## config.mk

```make
export PLATFORM = sky130hd
export DESIGN_NAME = rgb_to_hsv_converter_top
export DESIGN_NICKNAME = d
export VERILOG_FILES = /design/src/design/rhsv_pkg.sv /design/src/design/rhsv_prep.sv /design/src/design/rhsv_cell.sv /design/src/design/rgb_to_hsv_converter_top.sv
export SDC_FILE = /design/constraint.sdc
export NUM_CORES = 1
export LEC_CHECK = 0
export BUFFER_PORTS_ARGS = -buffer_cell sky130_fd_sc_hd__buf_4
export CAP_MARGIN = 40
export CORE_ASPECT_RATIO = 0.75
export CORE_MARGIN = 4
export CORE_UTILIZATION = 25
export DETAILED_ROUTE_END_ITERATION = 10
export PLACE_DENSITY = 0.43
export SLEW_MARGIN = 5
export SYNTH_ARGS = -nofsm -noshare
export SYNTH_HDL_FRONTEND = slang
export SYNTH_HIERARCHICAL = 1
export SYNTH_SLANG_ARGS = --single-unit
```

## constraint.sdc

```tcl
create_clock -name clk -period 16.87 [get_ports clk]
set_input_delay 3.374 -clock clk [delete_from_list [all_inputs] [get_ports clk]]
set_output_delay 3.374 -clock clk [all_outputs]
set_load 0.1 [all_outputs]
```

## src/design/rhsv_pkg.sv

```systemverilog
// Shared types and constants for the RGB to HSV converter.
// Used by rhsv_prep, rhsv_cell and rgb_to_hsv_converter_top; depends on nothing.
`default_nettype none

package rhsv_pkg;

  localparam int unsigned CHAN_W  = 8;
  localparam int unsigned HUE_W   = 15;
  localparam int unsigned SAT_W   = 13;
  localparam int unsigned NUM_W   = 21;
  localparam int unsigned DIV_W   = CHAN_W + 1;
  localparam int unsigned QUO_W   = 13;
  localparam int unsigned CELLS   = QUO_W;
  localparam int unsigned HQ_W    = 12;

  localparam logic [12:0]      HUE_SIXTH2 = 13'd7680;
  localparam logic [HUE_W-1:0] HUE_GREEN  = 15'd7680;
  localparam logic [HUE_W-1:0] HUE_BLUE   = 15'd15360;
  localparam logic [HUE_W-1:0] HUE_FULL   = 15'd23040;

  typedef enum logic [1:0] {
    SECT_RED,
    SECT_GREEN,
    SECT_BLUE
  } sector_t;

  // One lane of the restoring divider as it moves down the cell row.
  typedef struct packed {
    logic [DIV_W-1:0] rem;
    logic [QUO_W-1:0] num;
    logic [DIV_W-1:0] dvs;
    logic [QUO_W-1:0] quo;
  } div_lane_t;

  // Per-pixel control that travels alongside the two divider lanes.
  typedef struct packed {
    logic              valid;
    sector_t           sector;
    logic              negative;
    logic              grey;
    logic [CHAN_W-1:0] brightness;
  } side_t;

endpackage

`default_nettype wire

```

## src/design/rhsv_prep.sv

```systemverilog
// Front stage: max, min, delta, hue sector and the divider operands.
// Depends on rhsv_pkg.
`default_nettype none

module rhsv_prep
  import rhsv_pkg::*;
(
  input  wire logic              clk,
  input  wire logic              rst,
  input  wire logic              accept,
  input  wire logic [CHAN_W-1:0] red,
  input  wire logic [CHAN_W-1:0] green,
  input  wire logic [CHAN_W-1:0] blue,
  output      side_t             side_out,
  output      div_lane_t         hue_out,
  output      div_lane_t         sat_out
);

  logic [CHAN_W-1:0] mx;
  logic [CHAN_W-1:0] mn;
  logic [CHAN_W-1:0] delta;
  logic [CHAN_W-1:0] pos;
  logic [CHAN_W-1:0] neg;
  logic [CHAN_W-1:0] mag;
  logic              negative;
  sector_t           sector;
  logic [NUM_W-1:0]  hue_num;
  logic [NUM_W-1:0]  sat_num;
  side_t             side_next;
  div_lane_t         hue_next;
  div_lane_t         sat_next;

  always_comb begin
    mx = (red > green) ? red : green;
    if (blue > mx) begin
      mx = blue;
    end
    mn = (red < green) ? red : green;
    if (blue < mn) begin
      mn = blue;
    end
    delta = mx - mn;

    // Ties go to red first, then green.
    if (mx == red) begin
      sector = SECT_RED;
    end else if (mx == green) begin
      sector = SECT_GREEN;
    end else begin
      sector = SECT_BLUE;
    end

    unique case (sector)
      SECT_RED: begin
        pos = green;
        neg = blue;
      end
      SECT_GREEN: begin
        pos = blue;
        neg = red;
      end
      default: begin
        pos = red;
        neg = green;
      end
    endcase

    negative = pos < neg;
    mag      = negative ? (neg - pos) : (pos - neg);

    // Adding half the divisor turns the floor division into rounding.
    hue_num = NUM_W'(mag) * NUM_W'(HUE_SIXTH2) + NUM_W'(delta);
    sat_num = {delta, 13'd0} + NUM_W'(mx);

    hue_next.rem = {1'b0, hue_num[NUM_W-1:QUO_W]};
    hue_next.num = hue_num[QUO_W-1:0];
    hue_next.dvs = {delta, 1'b0};
    hue_next.quo = '0;

    sat_next.rem = {1'b0, sat_num[NUM_W-1:QUO_W]};
    sat_next.num = sat_num[QUO_W-1:0];
    sat_next.dvs = {mx, 1'b0};
    sat_next.quo = '0;

    side_next.valid      = accept;
    side_next.sector     = sector;
    side_next.negative   = negative;
    side_next.grey       = (delta == '0);
    side_next.brightness = mx;
  end

  always_ff @(posedge clk) begin
    if (rst) begin
      side_out.valid <= 1'b0;
    end else begin
      side_out.valid <= side_next.valid;
    end
    side_out.sector     <= side_next.sector;
    side_out.negative   <= side_next.negative;
    side_out.grey       <= side_next.grey;
    side_out.brightness <= side_next.brightness;
    hue_out             <= hue_next;
    sat_out             <= sat_next;
  end

endmodule

`default_nettype wire

```

## src/design/rhsv_cell.sv

```systemverilog
// One divider cell: produces one quotient bit for the hue and saturation lanes.
// Depends on rhsv_pkg.
`default_nettype none

module rhsv_cell
  import rhsv_pkg::*;
(
  input  wire logic      clk,
  input  wire logic      rst,
  input  wire side_t     side_in,
  input  wire div_lane_t hue_in,
  input  wire div_lane_t sat_in,
  output      side_t     side_out,
  output      div_lane_t hue_out,
  output      div_lane_t sat_out
);

  function automatic div_lane_t lane_step(input div_lane_t l);
    logic [DIV_W:0] trial;
    logic           fits;
    div_lane_t      r;
    trial = {l.rem, l.num[QUO_W-1]};
    fits  = trial >= {1'b0, l.dvs};
    r.rem = fits ? DIV_W'(trial - {1'b0, l.dvs}) : trial[DIV_W-1:0];
    r.num = {l.num[QUO_W-2:0], 1'b0};
    r.dvs = l.dvs;
    r.quo = {l.quo[QUO_W-2:0], fits};
    return r;
  endfunction

  always_ff @(posedge clk) begin
    if (rst) begin
      side_out.valid <= 1'b0;
    end else begin
      side_out.valid <= side_in.valid;
    end
    side_out.sector     <= side_in.sector;
    side_out.negative   <= side_in.negative;
    side_out.grey       <= side_in.grey;
    side_out.brightness <= side_in.brightness;
    hue_out             <= lane_step(hue_in);
    sat_out             <= lane_step(sat_in);
  end

endmodule

`default_nettype wire

```

## src/design/rgb_to_hsv_converter_top.sv

```systemverilog
// RGB to HSV converter: one pixel per cycle, except while rst is high.
// Timing: one front register, thirteen divider cells (one quotient bit each), one output register.
// The row of divider cells sets the latency; every stage takes a new pixel each cycle.
// Reset clears all valid flags; busy is high only while rst is high.
// done pulses for exactly one cycle per transaction and cannot be held off.
// Depends on rhsv_pkg, rhsv_prep and rhsv_cell.
`default_nettype none

module rgb_to_hsv_converter_top
  import rhsv_pkg::*;
(
  input  wire logic              clk,
  input  wire logic              rst,
  input  wire logic              start,
  output      logic              busy,
  input  wire logic [CHAN_W-1:0] red,
  input  wire logic [CHAN_W-1:0] green,
  input  wire logic [CHAN_W-1:0] blue,
  output      logic              done,
  output      logic [HUE_W-1:0]  hue,
  output      logic [SAT_W-1:0]  saturation,
  output      logic [CHAN_W-1:0] brightness
);

  // Stage 0 is the front register; stage k+1 is the output of cell k.
  side_t     side_q [CELLS+1];
  div_lane_t hue_q  [CELLS+1];
  div_lane_t sat_q  [CELLS+1];

  logic             accept;
  logic [HQ_W-1:0]  hue_quo;
  logic [HUE_W:0]   hue_sum;
  logic [HUE_W-1:0] offset;
  logic [HUE_W-1:0] hue_next;
  logic [SAT_W-1:0] sat_next;
  side_t            last;

  // The pipeline has no stall, so the only time a transaction is refused is reset.
  assign busy   = rst;
  assign accept = start && !busy;

  rhsv_prep u_prep (
    .clk      (clk),
    .rst      (rst),
    .accept   (accept),
    .red      (red),
    .green    (green),
    .blue     (blue),
    .side_out (side_q[0]),
    .hue_out  (hue_q[0]),
    .sat_out  (sat_q[0])
  );

  // Each cell resolves one quotient bit, most significant first, for both divisions.
  for (genvar k = 0; k < CELLS; k++) begin : g_cell
    rhsv_cell u_cell (
      .clk      (clk),
      .rst      (rst),
      .side_in  (side_q[k]),
      .hue_in   (hue_q[k]),
      .sat_in   (sat_q[k]),
      .side_out (side_q[k+1]),
      .hue_out  (hue_q[k+1]),
      .sat_out  (sat_q[k+1])
    );
  end

  assign last = side_q[CELLS];

  // The hue magnitude never exceeds 3840, so its top quotient bit is always zero.
  assign hue_quo = hue_q[CELLS].quo[HQ_W-1:0];

  always_comb begin
    unique case (last.sector)
      SECT_RED:   offset = '0;
      SECT_GREEN: offset = HUE_GREEN;
      default:    offset = HUE_BLUE;
    endcase

    // A magnitude larger than the offset only happens in the red sector;
    // the hue then wraps around by a full turn.
    if (!last.negative) begin
      hue_sum = {1'b0, offset} + (HUE_W + 1)'(hue_quo);
    end else if ((HUE_W + 1)'(hue_quo) > {1'b0, offset}) begin
      hue_sum = {1'b0, offset} + {1'b0, HUE_FULL} - (HUE_W + 1)'(hue_quo);
    end else begin
      hue_sum = {1'b0, offset} - (HUE_W + 1)'(hue_quo);
    end

    hue_next = last.grey ? '0 : hue_sum[HUE_W-1:0];
    // A black pixel divides by zero; its saturation is forced to zero.
    sat_next = (last.brightness == '0) ? '0 : sat_q[CELLS].quo;
  end

  always_ff @(posedge clk) begin
    if (rst) begin
      done <= 1'b0;
    end else begin
      done <= last.valid;
    end
    hue        <= hue_next;
    saturation <= sat_next;
    brightness <= last.brightness;
  end

  a_hue_range : assert property (@(posedge clk) disable iff (rst)
    done |-> (hue < HUE_FULL))
    else $error("hue out of range");

  a_sat_range : assert property (@(posedge clk) disable iff (rst)
    done |-> (saturation <= SAT_W'(4096)))
    else $error("saturation out of range");

  a_black : assert property (@(posedge clk) disable iff (rst)
    (done && brightness == '0) |-> (hue == '0 && saturation == '0))
    else $error("black pixel must give zero hue and saturation");

  a_pipe_valid : assert property (@(posedge clk) disable iff (rst)
    last.valid |=> done)
    else $error("result lost between last cell and output register");

endmodule

`default_nettype wire
```

; ---- Yosys cells after proc, flatten, opt, wreduce, memory -nomap -nowiden
; Cells that the tools add are included.
[op_classes]
order_cmp = 32
mul = 1
n_addsub = 33
eq_ne = 4
muxes = 36
n_reduce_logical = 6
[op_table]
columns = cell, n
row1 = >= comparator 10 x 9 -> 1 bit, 24
row2 = two-way mux 9 bit, 24
row3 = subtractor 9 bit, 24
row4 = adder 21 x 8 -> 21 bit, 2
row5 = two-way mux 8 bit, 5
row6 = one-hot mux 8 bit (2 select lines), 2
row7 = two-way mux 15 bit, 2
row8 = one-hot mux 14 bit (2 select lines), 1
row9 = < comparator 8 bit, 3
row10 = subtractor 8 bit, 3
row11 = >= comparator 9 bit, 2
row12 = == test 8 bit, 2
row13 = > comparator 8 bit, 2
row14 = logical NOT 8 bit, 2
row15 = adder 14 x 12 -> 15 bit, 1
row16 = "adder 14 x 15 -> 15 bit, second input constant", 1
row17 = subtractor 14 x 12 -> 15 bit, 1
row18 = subtractor 15 x 12 -> 15 bit, 1
row19 = > comparator 12 x 14 -> 1 bit, 1
row20 = "multiplier 8 x 4 -> 12 bit, second input constant", 1
row21 = "== test 2 x 1 -> 1 bit, second input constant", 2
row22 = logical NOT 2 bit, 2
row23 = two-way mux 2 bit, 2
row24 = logical AND 1 bit, 1
row25 = logical NOT 1 bit, 1
[word_totals]
register_bits = 906
wordCells = 276

; ---- Logic depth before layout (Yosys ltp)
; Gate-level depths: netlist (run 1).
[depth]
ltp_word = 13
ltp_mapped = 44
mapped_depth_nobuf = 40

; ---- Hierarchy
; The synthesis (run 1) kept the hierarchy.
[by_module_without_submodules]
columns = mod, area_per_inst_um2, cells_per_inst, instances
row1 = rhsv_cell, 3054.2, 246, 13
row2 = rhsv_prep, 4669.5, 537, 1
row3 = rgb_to_hsv_converter_top, 1860.5, 200, 1

; ---- Worst setup path before layout (run 1)
; Ideal clock, no wire load.
[synth_path]
path_type = input -> register
startpoint = input port green[5]
endpoint = register u_prep/hue_out[42] in the netlist's numbering
setup_time_ps = 72
path_slack_ps = 5080
arrival_time_ps = 11718
required_time_ps = 16798
path_stages = 39
cell_sequence = clkbuf_1 > inv_1 > ha_1 > and4_1 > nand2_1 > o211ai_1 > nand2_1 > buf_2 > mux2_2 > ha_1 > nand4_1 > o21a_1 > or2_1 > clkbuf_1 > or3_1 > o2bb2ai_1 > o2111ai_2 > buf_2 > [3 not listed] > nor2b_1 > o211ai_1 > a21bo_2 > buf_2 > a221oi_1 > xnor2_1 > inv_1 > fa_1 > fa_1 > inv_1 > ha_1 > a21oi_1 > o21bai_1 > a21oi_1 > o21ai_0 > a21o_1 > a21oi_1 > xnor2_1
[synth_between]
elab_chain_len = 13
word_cells_on_any_way = 23
[synth_rtl]
columns = item, line
row1 = from (decl), rgb_to_hsv_converter_top.sv:17  ; input wire logic [CHAN_W-1:0] green,
row2 = > comparator 8 bit, rhsv_prep.sv:34  ; mx = (red > green) ? red : green;
row3 = two-way mux 8 bit, rhsv_prep.sv:34
row4 = > comparator 8 bit, rhsv_prep.sv:35  ; if (blue > mx) begin
row5 = two-way mux 8 bit, rhsv_prep.sv:35
row6 = == test 8 bit, rhsv_prep.sv:47  ; end else if (mx == green) begin
row7 = two-way mux 2 bit, rhsv_prep.sv:47
row8 = two-way mux 2 bit, rhsv_prep.sv:45  ; if (mx == red) begin
row9 = == test 2 x 1 -> 1 bit or logical NOT 2 bit (tied branches), rhsv_prep.sv:53  ; unique case (sector)
row10 = one-hot mux 8 bit (2 select lines), rhsv_prep.sv:53
row11 = < comparator 8 bit (*), rhsv_prep.sv:68  ; negative = pos < neg;
row12 = named net u_prep.negative, rhsv_prep.sv:25  ; logic negative;
row13 = two-way mux 8 bit (*), rhsv_prep.sv:69  ; mag = negative ? (neg - pos) : (pos - neg);
row14 = multiplier 8 x 4 -> 12 bit (*), rhsv_prep.sv:72  ; hue_num = NUM_W'(mag) * NUM_W'(HUE_SIXTH2) + NUM_W'(delta);
row15 = adder 21 x 8 -> 21 bit (*), rhsv_prep.sv:72
row16 = named net u_prep.hue_num[20], rhsv_prep.sv:27  ; logic [NUM_W-1:0] hue_num;
row17 = to (signal assigned), rhsv_prep.sv:102  ; hue_out <= hue_next;
row18 = to (decl), rhsv_prep.sv:15  ; output div_lane_t hue_out,
; The timed path passes the listed nets; every way through them passes the cells marked *.
; A chain may end at the register's enable or synchronous reset.

; ---- Worst setup path after layout (run 1)
[layout_path]
startpoint = input port green[2]
endpoint = register u_prep/hue_out[42] in the netlist's numbering
[layout_between]
elab_chain_len = 13
word_cells_on_any_way = 23
[layout_rtl]
columns = item, line
row1 = > comparator 8 bit, rhsv_prep.sv:34
row2 = two-way mux 8 bit, rhsv_prep.sv:34
row3 = > comparator 8 bit, rhsv_prep.sv:35
row4 = two-way mux 8 bit, rhsv_prep.sv:35
row5 = == test 8 bit, rhsv_prep.sv:47
row6 = two-way mux 2 bit, rhsv_prep.sv:47
row7 = two-way mux 2 bit, rhsv_prep.sv:45
row8 = == test 2 x 1 -> 1 bit or logical NOT 2 bit (tied branches), rhsv_prep.sv:53
row9 = one-hot mux 8 bit (2 select lines), rhsv_prep.sv:53
row10 = subtractor 8 bit or < comparator 8 bit (tied branches), "rhsv_prep.sv:69, rhsv_prep.sv:68"
row11 = two-way mux 8 bit, rhsv_prep.sv:69
row12 = multiplier 8 x 4 -> 12 bit, rhsv_prep.sv:72
row13 = adder 21 x 8 -> 21 bit (*), rhsv_prep.sv:72
row14 = named net u_prep.hue_num[20], rhsv_prep.sv:27
; Marked as above.

==> results of run 1 <==
[per-stage QoR]
step	cell area [µm²]	util [%]	setup WS [ps]	std cells	hold slack [ps]
CTS	44140	29.33	4512	5605	317.3
global placement	40500	26.91	3497	5421	310.5
finish	44140	29.33	4303	5605	319.7
floorplan	38080	-	5080	3440	309.6
global route	44140	29.33	3670	5605	318.7
detailed placement	40510	26.92	3731	5422	312.1
[registers in the layout, summed over array words and instances, names as in the netlist, 8 cells and up]
signal	flops
hue	15
saturation	13
g_cell.u_cell/hue_out	372
g_cell.u_cell/side_out	169
g_cell.u_cell/sat_out	385
u_prep/sat_out	15
u_prep/hue_out	13
brightness	8
[how the worst max path moves through the flow]
stage                                       endpoint  slack (ps)  cells past startpoint
after floorplan           u_prep/hue_out[42]$_DFF_P_        5080                     39
final                     u_prep/hue_out[42]$_DFF_P_        4300                     38
after CTS                 u_prep/hue_out[42]$_DFF_P_        4510                     38
after global routing      u_prep/hue_out[42]$_DFF_P_        3670                     38
after detailed placement  u_prep/hue_out[42]$_DFF_P_        3730                     38
after global placement    u_prep/hue_out[42]$_DFF_P_        3500                     37
[worst register-to-register path: stages (launching register included)]
cell and delay, ps:
dfxtp_1 490, or2_1 480, ha_1 250, inv_1 50
fa_1 530, a21oi_1 240, o211ai_1 130, a211o_2 340
a221oi_1 460
[routing by layer]
metal  vias up  share of wire [%]  track usage, %
met5         -                  0               0
met4         0                2.2           2.686
met3       128                4.2           2.189
met2       339                 39           13.69
met1     10540                 55           15.04
li1      11900                  -               -
[area by class of cell]
type                            count  area, µm²
Fill cell                       15540     106400
Clock buffer                      139       2841
Sequential cell                   996      19940
Tap cell                         2000       2502
Timing Repair Buffer               67      506.7
Clock inverter                     44      784.5
Multi-Input combinational cell   1976      16130
Inverter                          383       1438
==> impl_metrics.json, run 1 <==
{
  "avgViaCountPerCell": 4.087,
  "wl_um": 77840,
  "hpwl_um": 58230,
  "path_clk_slew_ps": 60,
  "std_cell_rows": 123,
  "antenna_found_initial": 3,
  "nNetsFinal": 3901,
  "min_to": "g_cell[12].u_cell/sat_out[7]$_DFF_P_",
  "io_pins": 65,
  "cts_root_buf": "clkbuf_16",
  "die_area_um2": 158600,
  "cts_tree": "yes",
  "cp_common_cell": "a21oi_1",
  "drive_gt1_share_pct": 13.51,
  "via_count": 22910,
  "numCtsBuffers": 102,
  "cts_resized": 0,
  "skew_ps": 35.86,
  "critical_path_buf_inv_count": 5,
  "maxCapViolCount": 0,
  "final_cell_mix": "dfxtp_1 (996), inv_1 (369), ha_1 (307)",
  "clkSinkCount": 996,
  "worstMarginPinSlew_ps": 841.4,
  "outcome": "complete, no violations",
  "yosysWarnings": 6,
  "rr_startpoint": "g_cell[12].u_cell/side_out[11]$_DFF_P_",
  "setup_viol": 0,
  "cp.arrival_ps": 13210,
  "r2r_cells": 8,
  "final_common_cell": "dfxtp_1",
  "clk_latency_ps": 730,
  "required_ps": 17520,
  "start_util_pct": 25.28,
  "overflow": 0,
  "max_slew_margin_pct": 43.91,
  "cts-hold-fix-buffers": 0,
  "rsz0062_at_grt": "no",
  "avgRoutedWirePerCell_um": 13.89,
  "fmax_mhz": 79.57,
  "route.detailed.drc": 0,
  "clockBufferDepth": 3,
  "die_y_um": 345.9,
  "clock_tree.htree_level_count": 3,
  "dieWidth_um": 458.5,
  "grt_pass1_wl_um": 127500,
  "cp_top_family": "compound AO/OA/AOI/OAI gates",
  "area.growth.synth_to_final_pct": 16.01,
  "numPortBuffers": 64,
  "end_kind": "flip-flop",
  "critPathSlowestCell": "a31oi_4",
  "core-area_um2": 150500,
  "reg2reg_to": "hue[12]$_SDFF_PP0_",
  "drt_iter0_drc": 1192,
  "timing.final.crit_share_pct": 74.49,
  "cp-start-kind": "input pin",
  "antenna_left": 0,
  "cpPeakStageDelay_ps": 600,
  "hold_depth": 0,
  "syn_area_per_cell_um2": 11.09,
  "syn_inst": 3431,
  "gp_congestion": 0.8024,
  "worstHoldPathType": "flip-flop to flip-flop",
  "min_period_ps": 12570,
  "grt_max_degree": 33,
  "r2r_setup_slack_ps": 13750,
  "diodes": 0,
  "first_pass_iters": 5,
  "tns_ps": 0,
  "post_cts_buffers": 0,
  "critPathKind": "input pin to flip-flop",
  "final-hold-violation-count": 0,
  "setup.worst_path.start": "green[2]",
  "track_usage_pct": 9.853,
  "maxSlewViolCount": 0,
  "grt_pass1_vias": 22980,
  "crit_fanout": 18,
  "syn_area_um2": 38050,
  "hold_start": "g_cell[11].u_cell/sat_out[6]$_DFF_P_"
}
Power of run 1 is not shown: default switching activity piles up to over one toggle a cycle in this logic, so the estimate is an artifact.
==> run 2, diff against run 1 <==
--- a/config.mk
+++ b/config.mk
@@ -5,6 +5,7 @@
 export SDC_FILE = /design/constraint.sdc
 export NUM_CORES = 1
 export LEC_CHECK = 0
+export ABC_AREA = 1
 export BUFFER_PORTS_ARGS = -buffer_cell sky130_fd_sc_hd__buf_4
 export CAP_MARGIN = 40
 export CORE_ASPECT_RATIO = 0.75
==> constraint.sdc (replaced) <==
create_clock -name clk -period 11.7 [get_ports clk]
set_input_delay 2.34 -clock clk [delete_from_list [all_inputs] [get_ports clk]]
set_output_delay 2.34 -clock clk [all_outputs]
set_load 0.1 [all_outputs]
==> run 2 against run 1 <==
Against the previous run: cell count increased by 34%; critical path type unchanged; count of clock-buffer cells in the layout increased by 7; clock skew decreased by 2.4 ps; first-iteration DRC count is 38% higher.
==> impl_metrics.json, run 2 <==
{
  "outcome": "complete, no violations",
  "syn_area_per_cell_um2": 8.290,
  "cp-start-kind": "input pin",
  "critPathKind": "input pin to flip-flop",
  "required_ps": 12350,
  "core-area_um2": 167200,
  "final_common_cell": "nand2_1",
  "crit_fanout": 28,
  "antenna_left": 0,
  "setup_viol": 0,
  "start_util_pct": 25.13,
  "cp_common_cell": "nand2_1",
  "numCtsBuffers": 106,
  "syn_inst": 5069,
  "cts-hold-fix-buffers": 0,
  "syn_area_um2": 42020,
  "yosysWarnings": 6,
  "nNetsFinal": 5534,
  "grt_pass1_wl_um": 157200,
  "die_area_um2": 174800,
  "worstHoldPathType": "flip-flop to flip-flop",
  "first_pass_iters": 5,
  "post_cts_buffers": 0,
  "drt_iter0_drc": 1642,
  "cts_resized": 0,
  "path_clk_slew_ps": 70,
  "largest_registers": "g_cell.u_cell/sat_out: 385 flops, g_cell.u_cell/hue_out: 372 flops, g_cell.u_cell/side_out: 169 flops",
  "antenna_found_initial": 4,
  "route.detailed.drc": 0,
  "tns_ps": 0,
  "maxSlewViolCount": 0,
  "clk_latency_ps": 720,
  "fmax_mhz": 97.12,
  "drive_gt1_share_pct": 9.562,
  "rsz0062_at_grt": "no",
  "max_slew_margin_pct": 50.44,
  "clockBufferDepth": 3,
  "top_register": "g_cell.u_cell/sat_out",
  "largest_reg_flops": 385,
  "dieWidth_um": 481.4,
  "clock_tree.htree_level_count": 3,
  "cts_tree": "yes",
  "via_count": 29750,
  "end_kind": "flip-flop",
  "critPathSlowestCell": "fa_1",
  "die_y_um": 363.1,
  "avgViaCountPerCell": 3.970,
  "gp_congestion": 0.8504,
  "wl_um": 96220,
  "hpwl_um": 74080,
  "overflow": 0,
  "numPortBuffers": 64,
  "timing.final.crit_share_pct": 88.00,
  "track_usage_pct": 11.10,
  "avgRoutedWirePerCell_um": 12.84,
  "skew_ps": 33.51,
  "std_cell_rows": 130,
  "cpPeakStageDelay_ps": 540,
  "maxCapViolCount": 0,
  "clkSinkCount": 996,
  "min_period_ps": 10300,
  "area.growth.synth_to_final_pct": 15.19,
  "cp.arrival_ps": 10940,
  "worstMarginPinSlew_ps": 735.7,
  "final-hold-violation-count": 0,
  "cts_root_buf": "clkbuf_16",
  "grt_max_degree": 29,
  "final_cell_mix": "nand2_1 (1,415), dfxtp_1 (996), inv_1 (818)",
  "io_pins": 65,
  "grt_pass1_vias": 28940
}
[run 2: cell count changes in the layout (fill, tap and decap cells not counted), moves of 43 or more]
cell and delta:
a21o_1 -43, inv_1 +449, mux2_2 -122, mux2i_1 -51
nand2_1 +1243, nand2_2 +104, nand2b_1 -55, nand3_1 +523
o211ai_1 -44, o21ai_0 -98, xnor2_1 -106
[run 2: path summary, 6_finish.rpt]
check / startpoint / endpoint / cells after the start / slack (ps)
hold / removal: g_cell[4].u_cell/hue_out[33]$_DFF_P_ / g_cell[5].u_cell/hue_out[34]$_DFF_P_ / 0 / 300
setup reg to reg: g_cell[12].u_cell/side_out[10]$_DFF_P_ / hue[13]$_SDFF_PP0_ / 13 / 9170
setup / recovery: green[1] / u_prep/hue_out[42]$_DFF_P_ / 60 / 1400
hold reg to reg: g_cell[4].u_cell/hue_out[33]$_DFF_P_ / g_cell[5].u_cell/hue_out[34]$_DFF_P_ / 0 / 300
[run 2: layout make-up]
type,count,area (µm²)
fill,17880,118800
sequential,996,19940
multi-input combinational,3153,18260
inverter,828,3108
clock buffer,146,3013
tap,2244,2808
clock inverter,53,715.7
timing repair buffer,74,563.0
antenna,1,2.502
[run 2: through the flow]
step                      hold slack (ps)  worst slack (ps)  instances  instance area [µm²]  utilization (%)
after floorplan                     309.6              2009       5078                42060                -
after global placement              310.1             691.4       7294                44660            26.71
after detailed placement            312.1             667.4       7295                44680            26.72
after CTS                           296.4              1467       7494                48410            28.95
after global routing                316.0             501.1       7494                48410            28.95
final                               299.2              1404       7495                48410            28.95
[run 2: metal layers]
| metal | share of wire [%] | track usage (%) | wire length [µm] |
|---|---|---|---|
| met5 | 0.0073 | 0 | 7 |
| met4 | 2.3 | 3.041 | 2211 |
| met3 | 4.6 | 2.239 | 4474 |
| met2 | 38 | 15.48 | 36810 |
| met1 | 55 | 17.01 | 52720 |
[run 2: worst max-delay path: cells and delay by family]
kind | cells | cell delay (ps)
AO/OA/AOI/OAI | 9 | 1260
XOR/XNOR | 1 | 130
adder cells (fa/ha/maj) | 6 | 2410
buffers and inverters | 11 | 1350
AND/OR/NAND/NOR | 33 | 3450
Power of run 2 is left out for the same reason.
